## config.mk

```make
export PLATFORM = sky130hd
export DESIGN_NAME = accumulator_flag_ops_unit_flat
export DESIGN_NICKNAME = d
export VERILOG_FILES = /design/src/hw/rtl/afo_pkg.sv /design/src/hw/rtl/afo_if.sv /design/src/hw/rtl/accumulator_flag_ops_unit.sv /design/src/hw/rtl/afo_core.sv /design/src/flat_wrapper.sv
export SDC_FILE = /design/constraint.sdc
export NUM_CORES = 1
export LEC_CHECK = 0
export ABC_AREA = 1
export BUFFER_PORTS_ARGS = -buffer_cell sky130_fd_sc_hd__buf_2
export CORE_MARGIN = 1.5
export CORE_UTILIZATION = 41
export DETAILED_ROUTE_END_ITERATION = 10
export HOLD_SLACK_MARGIN = 0.02
export MAX_ROUTING_LAYER = met4
export PLACE_DENSITY = 0.63
export SYNTH_ARGS = -nofsm -noshare
export SYNTH_HDL_FRONTEND = slang
export SYNTH_SLANG_ARGS = --single-unit
```

## constraint.sdc

```tcl
create_clock -name clk -period 3 [get_ports clk]
set_input_delay 0 -clock clk [delete_from_list [all_inputs] [get_ports clk]]
set_output_delay 0 -clock clk [all_outputs]
set_load 0.05 [all_outputs]
```

## src/hw/rtl/afo_pkg.sv

```systemverilog
// Types and constants shared by the accumulator/flag operation unit.
// No dependencies; compiled first.
`default_nettype none

package afo_pkg;

  typedef enum logic [3:0] {
    OP_DAA  = 4'd0,
    OP_CPL  = 4'd1,
    OP_CCF  = 4'd2,
    OP_SCF  = 4'd3,
    OP_RLCA = 4'd4,
    OP_RRCA = 4'd5,
    OP_RLA  = 4'd6,
    OP_RRA  = 4'd7,
    OP_RLD  = 4'd8,
    OP_RRD  = 4'd9
  } op_t;

  // Flag bit positions: S Z Y H X P N C
  localparam int unsigned FL_C = 0;
  localparam int unsigned FL_N = 1;
  localparam int unsigned FL_P = 2;
  localparam int unsigned FL_X = 3;
  localparam int unsigned FL_H = 4;
  localparam int unsigned FL_Y = 5;
  localparam int unsigned FL_Z = 6;
  localparam int unsigned FL_S = 7;

  localparam logic [7:0] DAA_HI_LIMIT = 8'h99;
  localparam logic [7:0] DAA_HI_ADJ   = 8'h60;
  localparam logic [7:0] DAA_LO_ADJ   = 8'h06;
  localparam logic [3:0] DAA_LO_LIMIT = 4'h9;

  typedef struct packed {
    logic [3:0] operation;
    logic [7:0] acc_in;
    logic [7:0] flags_in;
    logic [7:0] mem_in;
    logic       prev_q;
  } afo_req_t;

  typedef struct packed {
    logic [7:0] acc_out;
    logic [7:0] flags_out;
    logic [7:0] mem_out;
    logic       mem_write;
  } afo_rsp_t;

endpackage

`default_nettype wire

```

## src/hw/rtl/afo_if.sv

```systemverilog
// Valid/ready channel interfaces for the operation request and the result.
// Standalone; no package needed.
`default_nettype none

interface afo_in_if;
  logic       valid;
  logic       ready;
  logic [3:0] operation;
  logic [7:0] acc_in;
  logic [7:0] flags_in;
  logic [7:0] mem_in;
  logic       prev_q;

  modport source (output valid, operation, acc_in, flags_in, mem_in, prev_q,
                  input ready);
  modport sink   (input valid, operation, acc_in, flags_in, mem_in, prev_q,
                  output ready);
endinterface

interface afo_out_if;
  logic       valid;
  logic       ready;
  logic [7:0] acc_out;
  logic [7:0] flags_out;
  logic [7:0] mem_out;
  logic       mem_write;

  modport source (output valid, acc_out, flags_out, mem_out, mem_write,
                  input ready);
  modport sink   (input valid, acc_out, flags_out, mem_out, mem_write,
                  output ready);
endinterface

`default_nettype wire

```

## src/hw/rtl/accumulator_flag_ops_unit.sv

```systemverilog
// Top level of the accumulator/flag operation unit: request register,
// datapath (afo_core), result register. Depends on afo_pkg and afo_if.
`default_nettype none

// Executes DAA, CPL, CCF, SCF, RLCA, RRCA, RLA, RRA, RLD and RRD. One
// transaction is accepted every cycle while out_ch keeps up; each produces
// exactly one result, carried by the request register, then the result
// register. The datapath between the two registers is a single pass of short
// logic. in_ch.ready drops only when both registers hold entries that out_ch
// has not taken. Codes 10 to 15 pass A and F through and do not write memory;
// mem_out is zero unless mem_write is set.

module accumulator_flag_ops_unit (
  input  wire        clk,
  input  wire        rst_n,
  afo_in_if.sink     in_ch,
  afo_out_if.source  out_ch
);
  import afo_pkg::*;

  logic     req_vld_r;
  logic     req_vld_nxt;
  afo_req_t req_r;
  afo_rsp_t rsp_nxt;
  logic     rsp_vld_r;
  logic     rsp_vld_nxt;
  afo_rsp_t rsp_r;
  logic     rsp_free;
  logic     req_free;
  logic     in_fire;
  logic     req_move;

  assign rsp_free = !rsp_vld_r || out_ch.ready;
  assign req_free = !req_vld_r || rsp_free;
  assign in_fire  = in_ch.valid && req_free;
  assign req_move = req_vld_r && rsp_free;

  assign in_ch.ready = req_free;

  assign req_vld_nxt = in_fire || (req_vld_r && !rsp_free);
  assign rsp_vld_nxt = req_move || (rsp_vld_r && !out_ch.ready);

  always_ff @(posedge clk) begin
    if (!rst_n) begin
      req_vld_r <= 1'b0;
      rsp_vld_r <= 1'b0;
    end else begin
      req_vld_r <= req_vld_nxt;
      rsp_vld_r <= rsp_vld_nxt;
    end
  end

  always_ff @(posedge clk) begin
    if (in_fire) begin
      req_r.operation <= in_ch.operation;
      req_r.acc_in    <= in_ch.acc_in;
      req_r.flags_in  <= in_ch.flags_in;
      req_r.mem_in    <= in_ch.mem_in;
      req_r.prev_q    <= in_ch.prev_q;
    end
    if (req_move) begin
      rsp_r <= rsp_nxt;
    end
  end

  afo_core u_core (
    .req (req_r),
    .rsp (rsp_nxt)
  );

  assign out_ch.valid     = rsp_vld_r;
  assign out_ch.acc_out   = rsp_r.acc_out;
  assign out_ch.flags_out = rsp_r.flags_out;
  assign out_ch.mem_out   = rsp_r.mem_out;
  assign out_ch.mem_write = rsp_r.mem_write;

  // accepted transaction lands in the request register
  a_req_load: assert property (@(posedge clk) disable iff (!rst_n)
    in_ch.valid && in_ch.ready |=> req_vld_r)
    else $error("accepted transaction not held in request register");

  // request held while the result stage is blocked
  a_req_hold: assert property (@(posedge clk) disable iff (!rst_n)
    req_vld_r && !rsp_free |=> req_vld_r && $stable(req_r))
    else $error("request lost during result stall");

  // result register takes the datapath output on a move
  a_rsp_load: assert property (@(posedge clk) disable iff (!rst_n)
    req_move |=> rsp_vld_r && (rsp_r == $past(rsp_nxt)))
    else $error("result register does not match datapath");

  // no memory write means the write-back byte is zero
  a_mem_zero: assert property (@(posedge clk) disable iff (!rst_n)
    rsp_vld_r && !rsp_r.mem_write |-> rsp_r.mem_out == 8'h00)
    else $error("mem_out nonzero without mem_write");

endmodule

`default_nettype wire

```

## src/hw/rtl/afo_core.sv

```systemverilog
// Combinational datapath: one registered request in, one result out.
// Depends on afo_pkg.
`default_nettype none

module afo_core (
  input  afo_pkg::afo_req_t req,
  output afo_pkg::afo_rsp_t rsp
);
  import afo_pkg::*;

  logic [7:0] a;
  logic [7:0] f;
  logic [7:0] m;
  logic       sub;
  logic       hi_fix;
  logic       lo_fix;
  logic [7:0] daa_t;
  logic [7:0] daa_a;
  logic [7:0] na;
  logic [7:0] nf;
  logic [7:0] mo;
  logic       mw;
  logic       rot_c;

  assign a   = req.acc_in;
  assign f   = req.flags_in;
  assign m   = req.mem_in;
  assign sub = f[FL_N];

  // DAA: high correction decided on the original value, low on the partial one
  assign hi_fix = f[FL_C] || (a > DAA_HI_LIMIT);
  assign daa_t  = !hi_fix ? a : (sub ? a - DAA_HI_ADJ : a + DAA_HI_ADJ);
  assign lo_fix = f[FL_H] || (daa_t[3:0] > DAA_LO_LIMIT);
  assign daa_a  = !lo_fix ? daa_t : (sub ? daa_t - DAA_LO_ADJ : daa_t + DAA_LO_ADJ);

  always_comb begin
    na    = a;
    nf    = f;
    mo    = 8'h00;
    mw    = 1'b0;
    rot_c = 1'b0;
    case (op_t'(req.operation))
      OP_DAA: begin
        na        = daa_a;
        nf[FL_C]  = f[FL_C] | hi_fix;
        nf[FL_S]  = na[7];
        nf[FL_Z]  = (na == 8'h00);
        nf[FL_Y]  = na[5];
        nf[FL_X]  = na[3];
        nf[FL_P]  = ~^na;
        nf[FL_H]  = a[4] ^ na[4];
      end
      OP_CPL: begin
        na       = ~a;
        nf[FL_Y] = na[5];
        nf[FL_X] = na[3];
        nf[FL_N] = 1'b1;
        nf[FL_H] = 1'b1;
      end
      OP_CCF, OP_SCF: begin
        // with Q set the old X/Y are dropped before ORing in A bits
        nf[FL_Y] = (f[FL_Y] & ~req.prev_q) | a[5];
        nf[FL_X] = (f[FL_X] & ~req.prev_q) | a[3];
        nf[FL_N] = 1'b0;
        if (op_t'(req.operation) == OP_CCF) begin
          nf[FL_H] = f[FL_C];
          nf[FL_C] = ~f[FL_C];
        end else begin
          nf[FL_H] = 1'b0;
          nf[FL_C] = 1'b1;
        end
      end
      OP_RLCA, OP_RRCA, OP_RLA, OP_RRA: begin
        case (op_t'(req.operation))
          OP_RLCA: begin
            rot_c = a[7];
            na    = {a[6:0], a[7]};
          end
          OP_RRCA: begin
            rot_c = a[0];
            na    = {a[0], a[7:1]};
          end
          OP_RLA: begin
            rot_c = a[7];
            na    = {a[6:0], f[FL_C]};
          end
          default: begin
            rot_c = a[0];
            na    = {f[FL_C], a[7:1]};
          end
        endcase
        nf[FL_Y] = na[5];
        nf[FL_X] = na[3];
        nf[FL_N] = 1'b0;
        nf[FL_H] = 1'b0;
        nf[FL_C] = rot_c;
      end
      OP_RLD, OP_RRD: begin
        if (op_t'(req.operation) == OP_RLD) begin
          mo = {m[3:0], a[3:0]};
          na = {a[7:4], m[7:4]};
        end else begin
          mo = {a[3:0], m[7:4]};
          na = {a[7:4], m[3:0]};
        end
        mw       = 1'b1;
        nf[FL_S] = na[7];
        nf[FL_Z] = (na == 8'h00);
        nf[FL_Y] = na[5];
        nf[FL_X] = na[3];
        nf[FL_P] = ~^na;
        nf[FL_N] = 1'b0;
        nf[FL_H] = 1'b0;
      end
      default: begin
        // unused codes: pass through, no write
        na = a;
        nf = f;
      end
    endcase
  end

  assign rsp.acc_out   = na;
  assign rsp.flags_out = nf;
  assign rsp.mem_out   = mo;
  assign rsp.mem_write = mw;

endmodule

`default_nettype wire

```

## src/flat_wrapper.sv

```systemverilog
// flat-port wrapper written by rule: the top's interface ports become plain ports
module accumulator_flag_ops_unit_flat import afo_pkg::*;
  (clk, rst_n, in_ch_valid, in_ch_operation, in_ch_acc_in, in_ch_flags_in, in_ch_mem_in, in_ch_prev_q, in_ch_ready, out_ch_valid, out_ch_acc_out, out_ch_flags_out, out_ch_mem_out, out_ch_mem_write, out_ch_ready);
  afo_in_if in_ch_i ();
  afo_out_if out_ch_i ();
  input  wire clk;
  input  wire rst_n;
  input wire logic [$bits(in_ch_i.valid)-1:0] in_ch_valid;
  input wire logic [$bits(in_ch_i.operation)-1:0] in_ch_operation;
  input wire logic [$bits(in_ch_i.acc_in)-1:0] in_ch_acc_in;
  input wire logic [$bits(in_ch_i.flags_in)-1:0] in_ch_flags_in;
  input wire logic [$bits(in_ch_i.mem_in)-1:0] in_ch_mem_in;
  input wire logic [$bits(in_ch_i.prev_q)-1:0] in_ch_prev_q;
  output wire logic [$bits(in_ch_i.ready)-1:0] in_ch_ready;
  output wire logic [$bits(out_ch_i.valid)-1:0] out_ch_valid;
  output wire logic [$bits(out_ch_i.acc_out)-1:0] out_ch_acc_out;
  output wire logic [$bits(out_ch_i.flags_out)-1:0] out_ch_flags_out;
  output wire logic [$bits(out_ch_i.mem_out)-1:0] out_ch_mem_out;
  output wire logic [$bits(out_ch_i.mem_write)-1:0] out_ch_mem_write;
  input wire logic [$bits(out_ch_i.ready)-1:0] out_ch_ready;
  assign in_ch_i.valid = in_ch_valid;
  assign in_ch_i.operation = in_ch_operation;
  assign in_ch_i.acc_in = in_ch_acc_in;
  assign in_ch_i.flags_in = in_ch_flags_in;
  assign in_ch_i.mem_in = in_ch_mem_in;
  assign in_ch_i.prev_q = in_ch_prev_q;
  assign in_ch_ready = in_ch_i.ready;
  assign out_ch_valid = out_ch_i.valid;
  assign out_ch_acc_out = out_ch_i.acc_out;
  assign out_ch_flags_out = out_ch_i.flags_out;
  assign out_ch_mem_out = out_ch_i.mem_out;
  assign out_ch_mem_write = out_ch_i.mem_write;
  assign out_ch_i.ready = out_ch_ready;
  accumulator_flag_ops_unit u_core (.clk(clk), .rst_n(rst_n), .in_ch(in_ch_i), .out_ch(out_ch_i));
endmodule
```

Word level (Yosys, flattened, before mapping)
Cells that the tools add are included.
W data, S select, Z words.
Word-level totals
  flip-flop bits (word level): 56
  output and inout bits: 27
  word-level logic and storage cells: 77
  bits of input ports: 33
Operators by class
  reduce and logical (&&, ||, !) cells: 24
  eq/ne operators: 9
  order comparisons: 2
  muxes and demuxes: 18
  bitwise operators: 9
  add/subtract/negate cells: 4
Operators with widths (number)
  $mux W8: 6
  $pmux W8 S4: 1
  $pmux W8 S3: 1
  $eq A4 B3 Y1 const B: 4
  $logic_not A8 Y1: 2
  $reduce_xnor A8 Y1: 2
  $pmux W3 S5: 1
  $add A8 B3 Y8 const B: 1
  $add A8 B7 Y8 const B: 1
  $eq A4 B2 Y1 const B: 2
  $eq A4 B4 Y1 const B: 2
  $gt A8 B8 Y1 const B: 1
  $not A8 Y8: 1
  $reduce_or A8 Y1: 1
  $sub A8 B3 Y8 const B: 1
  $sub A8 B7 Y8 const B: 1
  $logic_or A1 B1 Y1: 6
  $reduce_or A2 Y1: 3
  $eq A4 B1 Y1 const B: 1
  $gt A4 B4 Y1 const B: 1
  $logic_and A1 B1 Y1: 4
  $logic_not A1 Y1: 4
  $logic_not A4 Y1: 1
  $mux W1: 4
  other kinds (9): 14

Logic depth before layout (Yosys ltp)
Gate-level depths: netlist (run 1).
  depth after elaboration: 8
  mapped depth: 25
  depth with buffers taken out: 25

Modules after synthesis
From an unflattened synthesis (run 1), not the netlist that was laid out.
Second synthesis, totals
  cells, all modules: 333
  area total of the unflattened synthesis: 3239.4 um2
Modules (own cells, without submodules)
  accumulator_flag_ops_unit: instances 1, sequential area each 1661.6 um2, area an instance 1716.6 um2, cells each 67
  afo_core: instances 1, sequential area each 0.0 um2, area an instance 1522.7 um2, cells each 266

Least setup slack after synthesis (run 1)
Ideal clock, no wire load.
  path kind: reg-to-reg
  from: register u_core.req_r[22] (netlist name)
  to: register u_core.rsp_r (netlist bit u_core.out_ch.flags_out[2]), data pin
  data required time: 2722 ps
  setup time: 278 ps
  path slack: -191 ps
  path buffers: 0
  data arrival time: 2913 ps
  stages on the path, launching flop included: 25
  period minus slack after synthesis: 3191 ps
  cells stage by stage: edfxtp_1 > inv_1 > ha_1 > nand2_1 > nor2_2 > nand2_1 > nand2_2 > nand2_4 > nand2_1 > nand2_1 > ha_1 > nand2_1 > inv_1 > nand3_1 > nand3_1 > nand2_1 > nand3_1 > inv_1 > nand2_1 > nand2_2 > inv_1 > ha_1 > xnor2_1 > xor2_1 > o221ai_1
RTL lines
  start: declaration: line accumulator_flag_ops_unit.sv:23  | afo_req_t req_r;
  end signal: assignment: line accumulator_flag_ops_unit.sv:62  | rsp_r <= rsp_nxt;
  end: declaration: line accumulator_flag_ops_unit.sv:27  | afo_rsp_t rsp_r;

==> implementation parameters, run 1 <==
Parameter                              Value

Worst setup path
  Critical path data required time ... between 3 and 4 ns
  Endpoint of the worst register-to-register path ... u_core.out_ch.flags_out[2]$_DFFE_PP_
  Startpoint of the worst setup timing path ... u_core.req_r[22]$_DFFE_PP_
  Cell family contributing the most delay on the critical path ... simple AND/OR/NAND/NOR gates
  Crit-path cells ... inv_2 > ha_2 > nand2_4 > nor2_4 > nand2_1 > nand2_2 > nand2_4 > nand2_4 > nand2_4 > ha_4 > a21oi_4 > nand3_2 > nand2_2 > nand3_2 > inv_1 > nand2_1 > nand2_2 > inv_2 > ha_4 > xnor2_2 > xor2_1 > o221ai_1
  Arrival time reported for the critical path endpoint ... roughly 3.2 ns
  Number of cells on the worst reg-to-reg path ... 22
  Worst setup SP type ... flop
  Startpoint of the worst-slack reg-to-reg timing path ... u_core.req_r[22]$_DFFE_PP_
  Slowest cell on crit path ... edfxtp_1
  Crit path buf inv count ... 3
  Max Fanout on Critical Path ... 4
  Register-to-register setup slack ... -0.19 ns
  Slowest cell delay on critical path ... around 0.42 ns
  Worst setup EP type ... flop
  Crit path kind ... reg2reg
  Most frequent cell on the critical path ... nand2_4

Drt
  Routed via count divided by cell count ... 5.31
  Uppermost metal layer occupied by signal nets ... met4
  Wirelength per Cell ... 16.0 um
  Drt initial violations ... 258
  Routed wire length on met3 ... approximately 710 um
  Met1 Wirelength ... between 3000 and 4000 um
  Total met2 wirelength after detailed routing ... 4290 um
  Final wirelength ... 8950 um
  DRC Markers ... 0
  Antenna-violating nets left ... 0
  Number of vias in the routed layout ... ~3000
  First-pass detailed-route iteration total ... 5

Floorplanning
  Core box area ... about 7400 um2
  Std-Cell Rows ... 31
  Die span in y ... between 90 and 100 um
  Width of the die ... between 90 and 100 um
  Total die area ... between 8000 and 9000 um2
  Top-level port count ... 60
  Initial core utilization ... 43.2%

Timing
  Worst-Margin Slew ... approximately 1.1 ns
  Setup repair after global routing missed its margin ... true
  Remaining max-slew budget at the tightest pin ... around 27%
  Setup_tns ... -0.189 ns
  Share of the clock period used by the worst path after layout ... 106%
  Final Max Slew Viols ... 0
  Total count of hold-check failures in the final report ... 0
  Clk_skew ... about 0.0046 ns
  Endpoints failing setup ... 1
  Worst setup margin ... -0.189 ns
  Fmax ... approximately 310 MHz
  Final Critical Period ... around 3.2 ns

Cells and area
  Synth-to-Final Area Change ... 40.1%
  Core occupancy in the finished layout ... about three fifths
  Top library cells by usage in the layout, fill and taps aside ... buf_2, edfxtp_1, nand2_1
  Most frequent standard cell in the layout excluding fill and tap cells ... buf_2
  Final layout net count ... between 500 and 600
  Final antenna diode count ... 0
  Proportion of layout cells with a drive suffix above 1 ... a little under a third
  Non-filler cells, final ... 560

Synthesis
  Synthesized netlist net count ... just under 400
  Number of flops mapped to enable cells by yosys ... 54
  Proportion of synthesized chip area in sequential cells ... between 50 and 60%
  Number of flip-flops and latches in the synthesized netlist ... between 50 and 60
  Library cells used by synthesis ... 37
  Average cell area after synthesis ... about 9.5 um2
  Post-synthesis cell area ... ~3200 um2
  FFs w/ async S/R, synth ... 0%
  Primary flip-flop cell chosen by synthesis mapping ... edfxtp_1
  Number of standard cells after synthesis ... 334
  Total of warnings raised by yosys ... 0

Global route
  GRT Residual Overflow ... 0
  Vias in the first global route ... 2832
  Global-route usage over all layers ... 22.0%
  Initial antenna violation count ... 0
  Largest net degree at the start of global routing ... 30
  Global-route wire length before repair ... approximately 14000 um

Run
  # Max-Cap Violations ... 0

Hold path
  WHS Endpoint ... u_core.req_vld_r$_SDFF_PN0_
  Worst hold path depth ... 4
  Origin of the worst min-delay path ... out_ch_ready
  Path class of the lowest-slack min-delay path ... in2reg

Run status
  Violations in the final reports ... setup timing
  Result of the run ... finished with violations

Placed design
  Global placer's final weighted congestion ... approximately 1
  Post-placement cell count ... 513
  Post-Place Worst Slack ... -0.251 ns
  Estimated wirelength of the detail-placed design ... approximately 6300 um
  Port-buffer cells ... 59

Pwr
  Combinational Power Share ... just over 30%
  Maximum resistive drop on vdd ... approximately 250 uV
  Sequential group share of total power ... 44.7%
  P_leak ... just over 2 nW
  Net switching share of the total power ... a little under a third
  Pwr Density ... around 470 nW/um2
  Clock power share ... between 20% and 30%
  Total chip power ... 2.09 mW
  Reported net switching power ... about 650 uW
  Internal cell power ... roughly 1.4 mW

Clock tree
  Clock sink count ... 56
  H-tree levels ... 2
  Clock transition time at the flip-flop clock pins of the worst setup and hold paths ... roughly 0.1 ns
  Number of CTS-inserted buffers ... 5
  Clock tree from TritonCTS ... built
  Clock latency at the later pin of the worst-skew pair ... between 0.3 and 0.4 ns
  Clock Root Buffer ... clkbuf_8
  Deepest clock path buffer count ... 2
==> logic make-up (layout without fill, tap and decap cells) <==
| family | after synthesis | count (layout) | share of synthesized area (%) |
|---|---|---|---|
| adders and majority gates | 19 | 19 | 7.93 |
| and+or+nand+nor | 133 | 133 | 18.9 |
| DFF | 56 | 56 | 52.2 |
| buffers and inverters | 53 | 180 | 6.60 |
| xor gates and xnor gates | 11 | 11 | 3.02 |
| AOI/OAI and AO/OA | 62 | 62 | 11.4 |
==> power groups by stage <==
| stage | registers, mW | logic [mW] | clock network [mW] |
|---|---|---|---|
| after floorplan | 1.02 | 0.271 | 0 |
| after global placement | 0.949 | 0.501 | 0 |
| after detailed placement | 0.951 | 0.507 | 0 |
| after CTS | 0.934 | 0.605 | 0.517 |
| after global routing | 0.938 | 0.695 | 0.544 |
| final | 0.934 | 0.650 | 0.505 |
==> routing by layer <==
layer  track usage, %  vias to the layer above
met2             36.6                      165
met5                -                        -
li1                 -                     1415
met1             26.9                     1374
met4             7.42                        0
met3             3.94                       21
==> worst reg2reg max path, delay by kind of cell, from the launching register on <==
| family | cells | cell delay, ns |
|---|---|---|
| buf+inv | 3 | 0.20 |
| simple gates | 12 | 0.99 |
| xor+xnor | 2 | 0.28 |
| fa+ha+maj | 3 | 0.74 |
| compound gates | 2 | 0.30 |
| flops | 1 | 0.42 |
==> sequential cells by signal, indices dropped and copies added (netlist names) <==
signal	cells
u_core.out_ch.valid	1
u_core.out_ch.acc_out	8
u_core.out_ch.mem_out	8
u_core.req_vld_r	1
u_core.out_ch.flags_out	8
u_core.req_r	29
u_core.out_ch.mem_write	1
==> stage by stage <==
stage	area [um2]	hold WS (ns)
6_report	4460	0.0635
5_1_grt	4460	0.0794
4_1_cts	4380	0.0537
3_5_place_dp	3810	0.178
3_3_place_gp	3810	0.176
2_1_floorplan	3220	0.0989
==> cells in the mapped netlist, drive strengths merged, types with 4 or more instances <==
library cell,n,area (um2)
buf,4,26.3
xnor2,6,52.6
inv,46,173
o21ai,25,125
edfxtp,54,1620
nand4,7,43.8
nand2,65,269
ha,17,213
xor2,5,43.8
a21oi,19,95.1
nor3,5,25.0
nand3,24,125
nor2,29,119
==> final cells by class <==
cell class | instances | area [um2]
clock buffers | 5 | 68.8
clock inverters | 3 | 46.3
fillers | 651 | 2910
inverters | 47 | 176
multi-input cells | 225 | 1510
flip-flops and latches | 56 | 1660
well taps | 99 | 124
repair buffers | 125 | 875
==> worst max-delay path by stage <==
stage                                            to  depth (start not counted)
2_1_floorplan  u_core.out_ch.flags_out[2]$_DFFE_PP_                         20
3_3_place_gp   u_core.out_ch.flags_out[2]$_DFFE_PP_                         21
3_5_place_dp   u_core.out_ch.flags_out[2]$_DFFE_PP_                         21
4_1_cts        u_core.out_ch.flags_out[2]$_DFFE_PP_                         20
5_1_grt        u_core.out_ch.flags_out[2]$_DFFE_PP_                         24
6_report       u_core.out_ch.flags_out[2]$_DFFE_PP_                         22
==> repair_timing <==
item | 4_1_cts | 5_1_grt
gates resized for setup | 19 | 18
endpoints found under the hold margin | 31 | 0
pin swaps | 21 | 18
hold buffers | 32 | 0
setup buffers | 8 | 2
cloned | 0 | 0
setup endpoints to repair | 1 | 4
(Power assumes the default switching activity.)
==> run 2, diff against run 1 <==
--- a/config.mk
+++ b/config.mk
@@ -12,7 +12,8 @@
 export DETAILED_ROUTE_END_ITERATION = 10
 export HOLD_SLACK_MARGIN = 0.02
 export MAX_ROUTING_LAYER = met4
-export PLACE_DENSITY = 0.63
+export PLACE_DENSITY = 0.71
+export SLEW_MARGIN = 20
 export SYNTH_ARGS = -nofsm -noshare
 export SYNTH_HDL_FRONTEND = slang
 export SYNTH_SLANG_ARGS = --single-unit
==> run 2 against run 1 <==
Compared with the run above:
- the flow still finishes with violations (setup timing)
- die area unchanged
- fmax down 2.3%
- utilization down 0.65 points
- global-route usage up 1.1 points
- sequential power about the same
- critical path depth up 1
- clock skew up 0.0066 ns
- critical endpoint unchanged
==> implementation parameters, run 2 (synthesis results as in run 1) <==
Parameter                              Value

Run status
  Result of the run ... finished with violations
  Violations in the final reports ... setup timing

Placed design
  Global placer's final weighted congestion ... around 1.0
  Port-buffer cells ... 59
  Estimated wirelength of the detail-placed design ... ~6300 um

Pwr
  Pwr Density ... ~450 nW/um2
  P_leak ... about 2 nW
  Maximum resistive drop on vdd ... 286 uV

Drt
  DRC Markers ... 0
  Antenna-violating nets left ... 0
  Uppermost metal layer occupied by signal nets ... met4
  Routed wire length on met3 ... 574 um
  First-pass detailed-route iteration total ... 5
  Wirelength per Cell ... 16.1 um
  Total met2 wirelength after detailed routing ... 4380 um
  Routed via count divided by cell count ... roughly 5.2
  Final wirelength ... roughly 9000 um
  Number of vias in the routed layout ... 2935
  Drt initial violations ... between 200 and 300
  Met1 Wirelength ... between 3000 and 4000 um

Timing
  Endpoints failing setup ... 1
  Remaining max-slew budget at the tightest pin ... 34.0%
  Final Critical Period ... ~3.3 ns
  Final Max Slew Viols ... 0
  Final hold slack ... roughly 0.046 ns
  Clk_skew ... between 0.01 and 0.015 ns
  Total count of hold-check failures in the final report ... 0
  Setup repair after global routing missed its margin ... true
  Worst-Margin Slew ... 0.984 ns
  Fmax ... slightly above 300 MHz
  Worst setup margin ... -0.264 ns
  Share of the clock period used by the worst path after layout ... 109%

Cells and area
  Most frequent standard cell in the layout excluding fill and tap cells ... buf_2
  Synth-to-Final Area Change ... 38.6%
  Largest register FFs ... 29
  Register with the highest flop count ... u_core.req_r
  Final antenna diode count ... 0
  Proportion of layout cells with a drive suffix above 1 ... a little under a third
  Top library cells by usage in the layout, fill and taps aside ... buf_2, edfxtp_1, nand2_1
  Core occupancy in the finished layout ... between 50% and 60%
  Final layout net count ... a little over 500
  Fill cell count ... approximately 660

Global route
  Initial antenna violation count ... 0
  GRT Residual Overflow ... 0
  Vias in the first global route ... about 2800
  Global-route usage over all layers ... a little under a quarter
  Largest net degree at the start of global routing ... 30
  Global-route wire length before repair ... 14300 um

Clock tree
  Clock transition time at the flip-flop clock pins of the worst setup and hold paths ... around 0.10 ns
  Clock sink count ... 56
  Clock latency at the later pin of the worst-skew pair ... between 0.3 and 0.4 ns
  H-tree levels ... 2
  Clock tree from TritonCTS ... built
  Clock Root Buffer ... clkbuf_8
  Number of CTS-inserted buffers ... 5
  Deepest clock path buffer count ... 2

Run
  # Max-Cap Violations ... 0

Floorplanning
  Std-Cell Rows ... 31
  Die span in y ... a little over 90 um
  Top-level port count ... 60
  Width of the die ... ~91 um
  Total die area ... around 8300 um2
  Core box area ... 7370 um2
  Initial core utilization ... a little over two fifths

Worst setup path
  Register-to-register setup slack ... -0.26 ns
  Critical path data required time ... between 3 and 4 ns
  Max Fanout on Critical Path ... 4
  Arrival time reported for the critical path endpoint ... 3.29 ns
  Worst setup SP type ... flop
  Worst setup EP type ... flop
  Crit path kind ... reg2reg

Hold path
  Path class of the lowest-slack min-delay path ... in2reg
## run 2: worst paths after layout
| path | startpoint | end | cells after the start |
|---|---|---|---|
| worst min register to register | u_core.req_vld_r$_SDFF_PN0_ | u_core.req_vld_r$_SDFF_PN0_ | 2 |
| worst max register to register | u_core.req_r[23]$_DFFE_PP_ | u_core.out_ch.flags_out[2]$_DFFE_PP_ | 23 |
| worst max-delay path | u_core.req_r[23]$_DFFE_PP_ | u_core.out_ch.flags_out[2]$_DFFE_PP_ | 23 |
| worst min-delay path | out_ch_ready | u_core.req_vld_r$_SDFF_PN0_ | 4 |
## run 2: report_power, final
| part | total, mW | switching (mW) | leakage (nW) | internal (mW) |
|---|---|---|---|---|
| clock network | 0.429 | 0.257 | 0.0463 | 0.172 |
| registers | 0.933 | 0.0206 | 0.542 | 0.912 |
| logic | 0.626 | 0.365 | 1.40 | 0.261 |
| total | 1.99 | 0.642 | 1.99 | 1.34 |
## run 2: layout make-up
| cell class | count | area (um2) | share of cell area [%] |
|---|---|---|---|
| Clock inverter | 3 | 27.5 | 0.624 |
| Timing Repair Buffer | 126 | 886 | 20.1 |
| Tap cell | 99 | 124 | 2.81 |
| Inverter | 47 | 176 | 4.00 |
| Clock buffer | 5 | 68.8 | 1.56 |
| Multi-Input combinational cell | 225 | 1470 | 33.3 |
| Sequential cell | 56 | 1660 | 37.6 |
## run 2: layer usage
layer | up-vias | GRT usage, %
li1 | 1408 | -
met1 | 1364 | 29.7
met2 | 141 | 38.0
met3 | 22 | 2.93
met4 | 0 | 6.90
met5 | - | -
## run 2: metrics by stage
stage	setup slack [ns]	total power, mW	setup TNS [ns]	area (um2)	std cells
2_1_floorplan	-0.103	1.29	-0.103	3220	334
4_1_cts	-0.190	1.98	-0.362	4380	562
3_3_place_gp	-0.162	1.44	-0.162	3810	514
6_report	-0.264	1.99	-0.264	4410	561
5_1_grt	-0.462	2.08	-0.586	4410	561
3_5_place_dp	-0.325	1.46	-0.325	3810	514
## run 2: critical path, cell delays in order, from the launching register on
cell and delay [ns]:
edfxtp_1 0.46, inv_2 0.12, ha_4 0.14, nand2_2 0.06, nor2_2 0.13, nand2_1 0.08, nand2_2 0.13, nand2_4 0.09
nand2_4 0.08, nand2_4 0.06, ha_4 0.27, nand2_2 0.05, inv_2 0.06, nand3_2 0.10, nand4_1 0.11, nand3_2 0.09
inv_1 0.07, nand2_1 0.06, nand2_2 0.08, inv_2 0.04, ha_4 0.26, xnor2_2 0.10, xor2_1 0.18, o221ai_1 0.15
## run 2: repair_timing
item | in CTS | in global routing
pin swaps | 19 | 15
endpoints found under the hold margin | 31 | 0
resized for setup | 20 | 12
setup endpoints to repair | 2 | 4
setup buffers | 9 | 3
hold buffers | 32 | 0
==> run 3, diff against run 2 <==
--- a/config.mk
+++ b/config.mk
@@ -9,10 +9,12 @@
 export BUFFER_PORTS_ARGS = -buffer_cell sky130_fd_sc_hd__buf_2
 export CORE_MARGIN = 1.5
 export CORE_UTILIZATION = 41
+export CTS_BUF_LIST = sky130_fd_sc_hd__clkbuf_2
 export DETAILED_ROUTE_END_ITERATION = 10
 export HOLD_SLACK_MARGIN = 0.02
 export MAX_ROUTING_LAYER = met4
 export PLACE_DENSITY = 0.71
+export SETUP_SLACK_MARGIN = 0.1
 export SLEW_MARGIN = 20
 export SYNTH_ARGS = -nofsm -noshare
 export SYNTH_HDL_FRONTEND = slang
==> run 3 against run 2 <==
Compared with the run above:
- the run still ends with setup timing left
- global-route usage fell by 0.060 points
- non-clock buffer count stayed put
- total power decreased by 5.9%
- worst setup slack worse by 0.016 ns
- largest cell class unchanged
==> implementation parameters, run 3 (synthesis results as in run 1) <==
Parameter                              Value

Global route
  Initial antenna violation count ... 0
  GRT Residual Overflow ... 0
  Global-route wire length before repair ... ~14000 um
  Global-route usage over all layers ... 23.0%
  Largest net degree at the start of global routing ... 30
  Vias in the first global route ... 2825

Floorplanning
  Width of the die ... 91.1 um
  Die span in y ... slightly above 90 um
  Std-Cell Rows ... 31
  Total die area ... about 8300 um2
  Core box area ... 7370 um2
  Initial core utilization ... between 40% and 50%
  Top-level port count ... 60

Timing
  Clk_skew ... slightly above 0.03 ns
  Setup repair after global routing missed its margin ... true
  Fmax ... approximately 300 MHz
  Final Max Slew Viols ... 0
  Worst-Margin Slew ... 1.08 ns
  Remaining max-slew budget at the tightest pin ... between 20% and 30%
  Total count of hold-check failures in the final report ... 0
  Endpoints failing setup ... 1
  Share of the clock period used by the worst path after layout ... 109%
  Setup_tns ... -0.280 ns
  Worst setup margin ... -0.280 ns
  Final Critical Period ... approximately 3.3 ns

Worst setup path
  Crit path kind ... reg2reg
  Max Fanout on Critical Path ... 4
  Slowest cell on crit path ... edfxtp_1
  Slowest cell delay on critical path ... approximately 0.48 ns
  Worst setup SP type ... flop
  Worst setup EP type ... flop
  Arrival time reported for the critical path endpoint ... roughly 3.5 ns
  Startpoint of the worst setup timing path ... u_core.req_r[23]$_DFFE_PP_
  Endpoint of the worst register-to-register path ... u_core.out_ch.flags_out[2]$_DFFE_PP_
  End of the critical path ... u_core.out_ch.flags_out[2]$_DFFE_PP_
  Startpoint of the worst-slack reg-to-reg timing path ... u_core.req_r[23]$_DFFE_PP_
  Register-to-register setup slack ... -0.28 ns
  Crit-path cells ... inv_2 > ha_4 > nand2_2 > nand2_2 > nor2_2 > nand2_1 > nand2_2 > nand2_4 > nand2_4 > nand2_4 > ha_4 > nand2_2 > inv_2 > nand3_2 > nand4_1 > nand3_2 > inv_1 > nand2_1 > nand2_2 > inv_2 > ha_4 > xnor2_2 > xor2_1 > o221ai_1
  Number of cells on the worst reg-to-reg path ... 24
  Critical path data required time ... 3.20 ns
  Most frequent cell on the critical path ... nand2_2

Cells and area
  Register with the highest flop count ... u_core.req_r
  Most frequent standard cell in the layout excluding fill and tap cells ... buf_2
  Largest register FFs ... 29
  Final antenna diode count ... 0
  Proportion of layout cells with a drive suffix above 1 ... around a third
  Final layout net count ... roughly 510
  Synth-to-Final Area Change ... 37.6%
  Top library cells by usage in the layout, fill and taps aside ... buf_2, edfxtp_1, nand2_1

Hold path
  Path class of the lowest-slack min-delay path ... in2reg

Clock tree
  Clock Root Buffer ... clkbuf_2
  Clock tree from TritonCTS ... built
  Clock latency at the later pin of the worst-skew pair ... 0.46 ns
  Clock sink count ... 56
  Clock transition time at the flip-flop clock pins of the worst setup and hold paths ... around 0.29 ns
  Number of CTS-inserted buffers ... 5
  Deepest clock path buffer count ... 2
  H-tree levels ... 2

Pwr
  Maximum resistive drop on vdd ... 210 uV
  P_leak ... just under 2 nW
  Pwr Density ... 427 nW/um2

Drt
  Wirelength per Cell ... ~16 um
  Antenna-violating nets left ... 0
  Routed via count divided by cell count ... between 5 and 6
  DRC Markers ... 0
  Drt initial violations ... 242
  Number of vias in the routed layout ... 2892
  Final wirelength ... a little under 9000 um
  First-pass detailed-route iteration total ... 6

Run status
  Violations in the final reports ... setup timing
  Result of the run ... finished with violations

Placed design
  Post-Place Worst Slack ... -0.325 ns
  Global placer's final weighted congestion ... about 1.0
  Estimated wirelength of the detail-placed design ... around 6300 um
  Port-buffer cells ... 59

Run
  # Max-Cap Violations ... 0
## run 3: cell count changes in the layout (fill, tap and decap cells not counted)
cell,previous run,this run
clkbuf_8,5,0
clkbuf_2,0,5
buf_4,33,32
clkinv_1,2,1
nand3_2,8,9
nor2_2,2,1
inv_1,38,39
dlygate4sd3_1,32,33
nand3_1,16,15
nor2_4,1,2
## run 3: critical path, delay by kind of cell, from the launching register on
family / cells / cell delay [ns]
AO/OA/AOI/OAI: 1 / 0.14
buffers and inverters: 4 / 0.25
adder cells (fa/ha/maj): 3 / 0.70
AND/OR/NAND/NOR: 14 / 1.14
XOR/XNOR: 2 / 0.29
flip-flops: 1 / 0.48
## run 3: final cells by class
| cell class | count | area, um2 |
|---|---|---|
| Clock buffer | 5 | 25.0 |
| Clock inverter | 3 | 27.5 |
| Fill cell | 662 | 2990 |
| Inverter | 47 | 176 |
| Multi-Input combinational cell | 225 | 1480 |
| Sequential cell | 56 | 1660 |
| Tap cell | 99 | 124 |
| Timing Repair Buffer | 126 | 888 |
## run 3: power breakdown
group	switching [mW]	internal, mW	total (mW)	leakage [nW]
Sequential	0.0205	0.912	0.933	0.542
Clock	0.246	0.0651	0.311	0.0311
Combinational	0.365	0.261	0.626	1.41
Total	0.631	1.24	1.87	1.98
## run 3: worst min-delay path by stage
stage,slack (ns),from,cells after the start,endpoint
after CTS,0.15,out_ch_ready,4,u_core.out_ch.mem_out[4]$_SDFFCE_PP0P_
final,0.17,out_ch_ready,4,u_core.out_ch.mem_out[7]$_SDFFCE_PP0P_
after global routing,0.17,out_ch_ready,4,u_core.out_ch.mem_out[7]$_SDFFCE_PP0P_
after detailed placement,0.18,in_ch_mem_in[3],1,u_core.req_r[4]$_DFFE_PP_
after floorplan,0.1,in_ch_prev_q,0,u_core.req_r[0]$_DFFE_PP_
after global placement,0.18,in_ch_operation[0],1,u_core.req_r[25]$_DFFE_PP_
## run 3: stage by stage
step                      area [um2]  std cells  power [mW]  utilization (%)  hold slack, ns
after global routing            4380        561        1.96             59.5           0.173
after global placement          3810        514        1.44             51.8           0.176
after floorplan                 3220        334        1.29                -          0.0989
after CTS                       4350        563        1.87             59.0           0.147
final                           4380        561        1.87             59.5           0.170
after detailed placement        3810        514        1.46             51.8           0.178
## run 3: repair_timing
action / 4_1_cts / 5_1_grt
gates resized for setup: 20 / 14
endpoints found under the setup margin: 2 / 5
pin swaps: 19 / 16
hold buffers: 33 / 0
buffers inserted: 9 / 2
endpoints found under the hold margin: 31 / 0
## run 3: routing by layer
metal,wire length [um],track usage (%),vias to the layer above
li1,-,-,1409
met1,3840,29.2,1347
met2,4340,38.1,116
met3,520,2.93,20
met4,224,7.29,0
met5,0,-,-
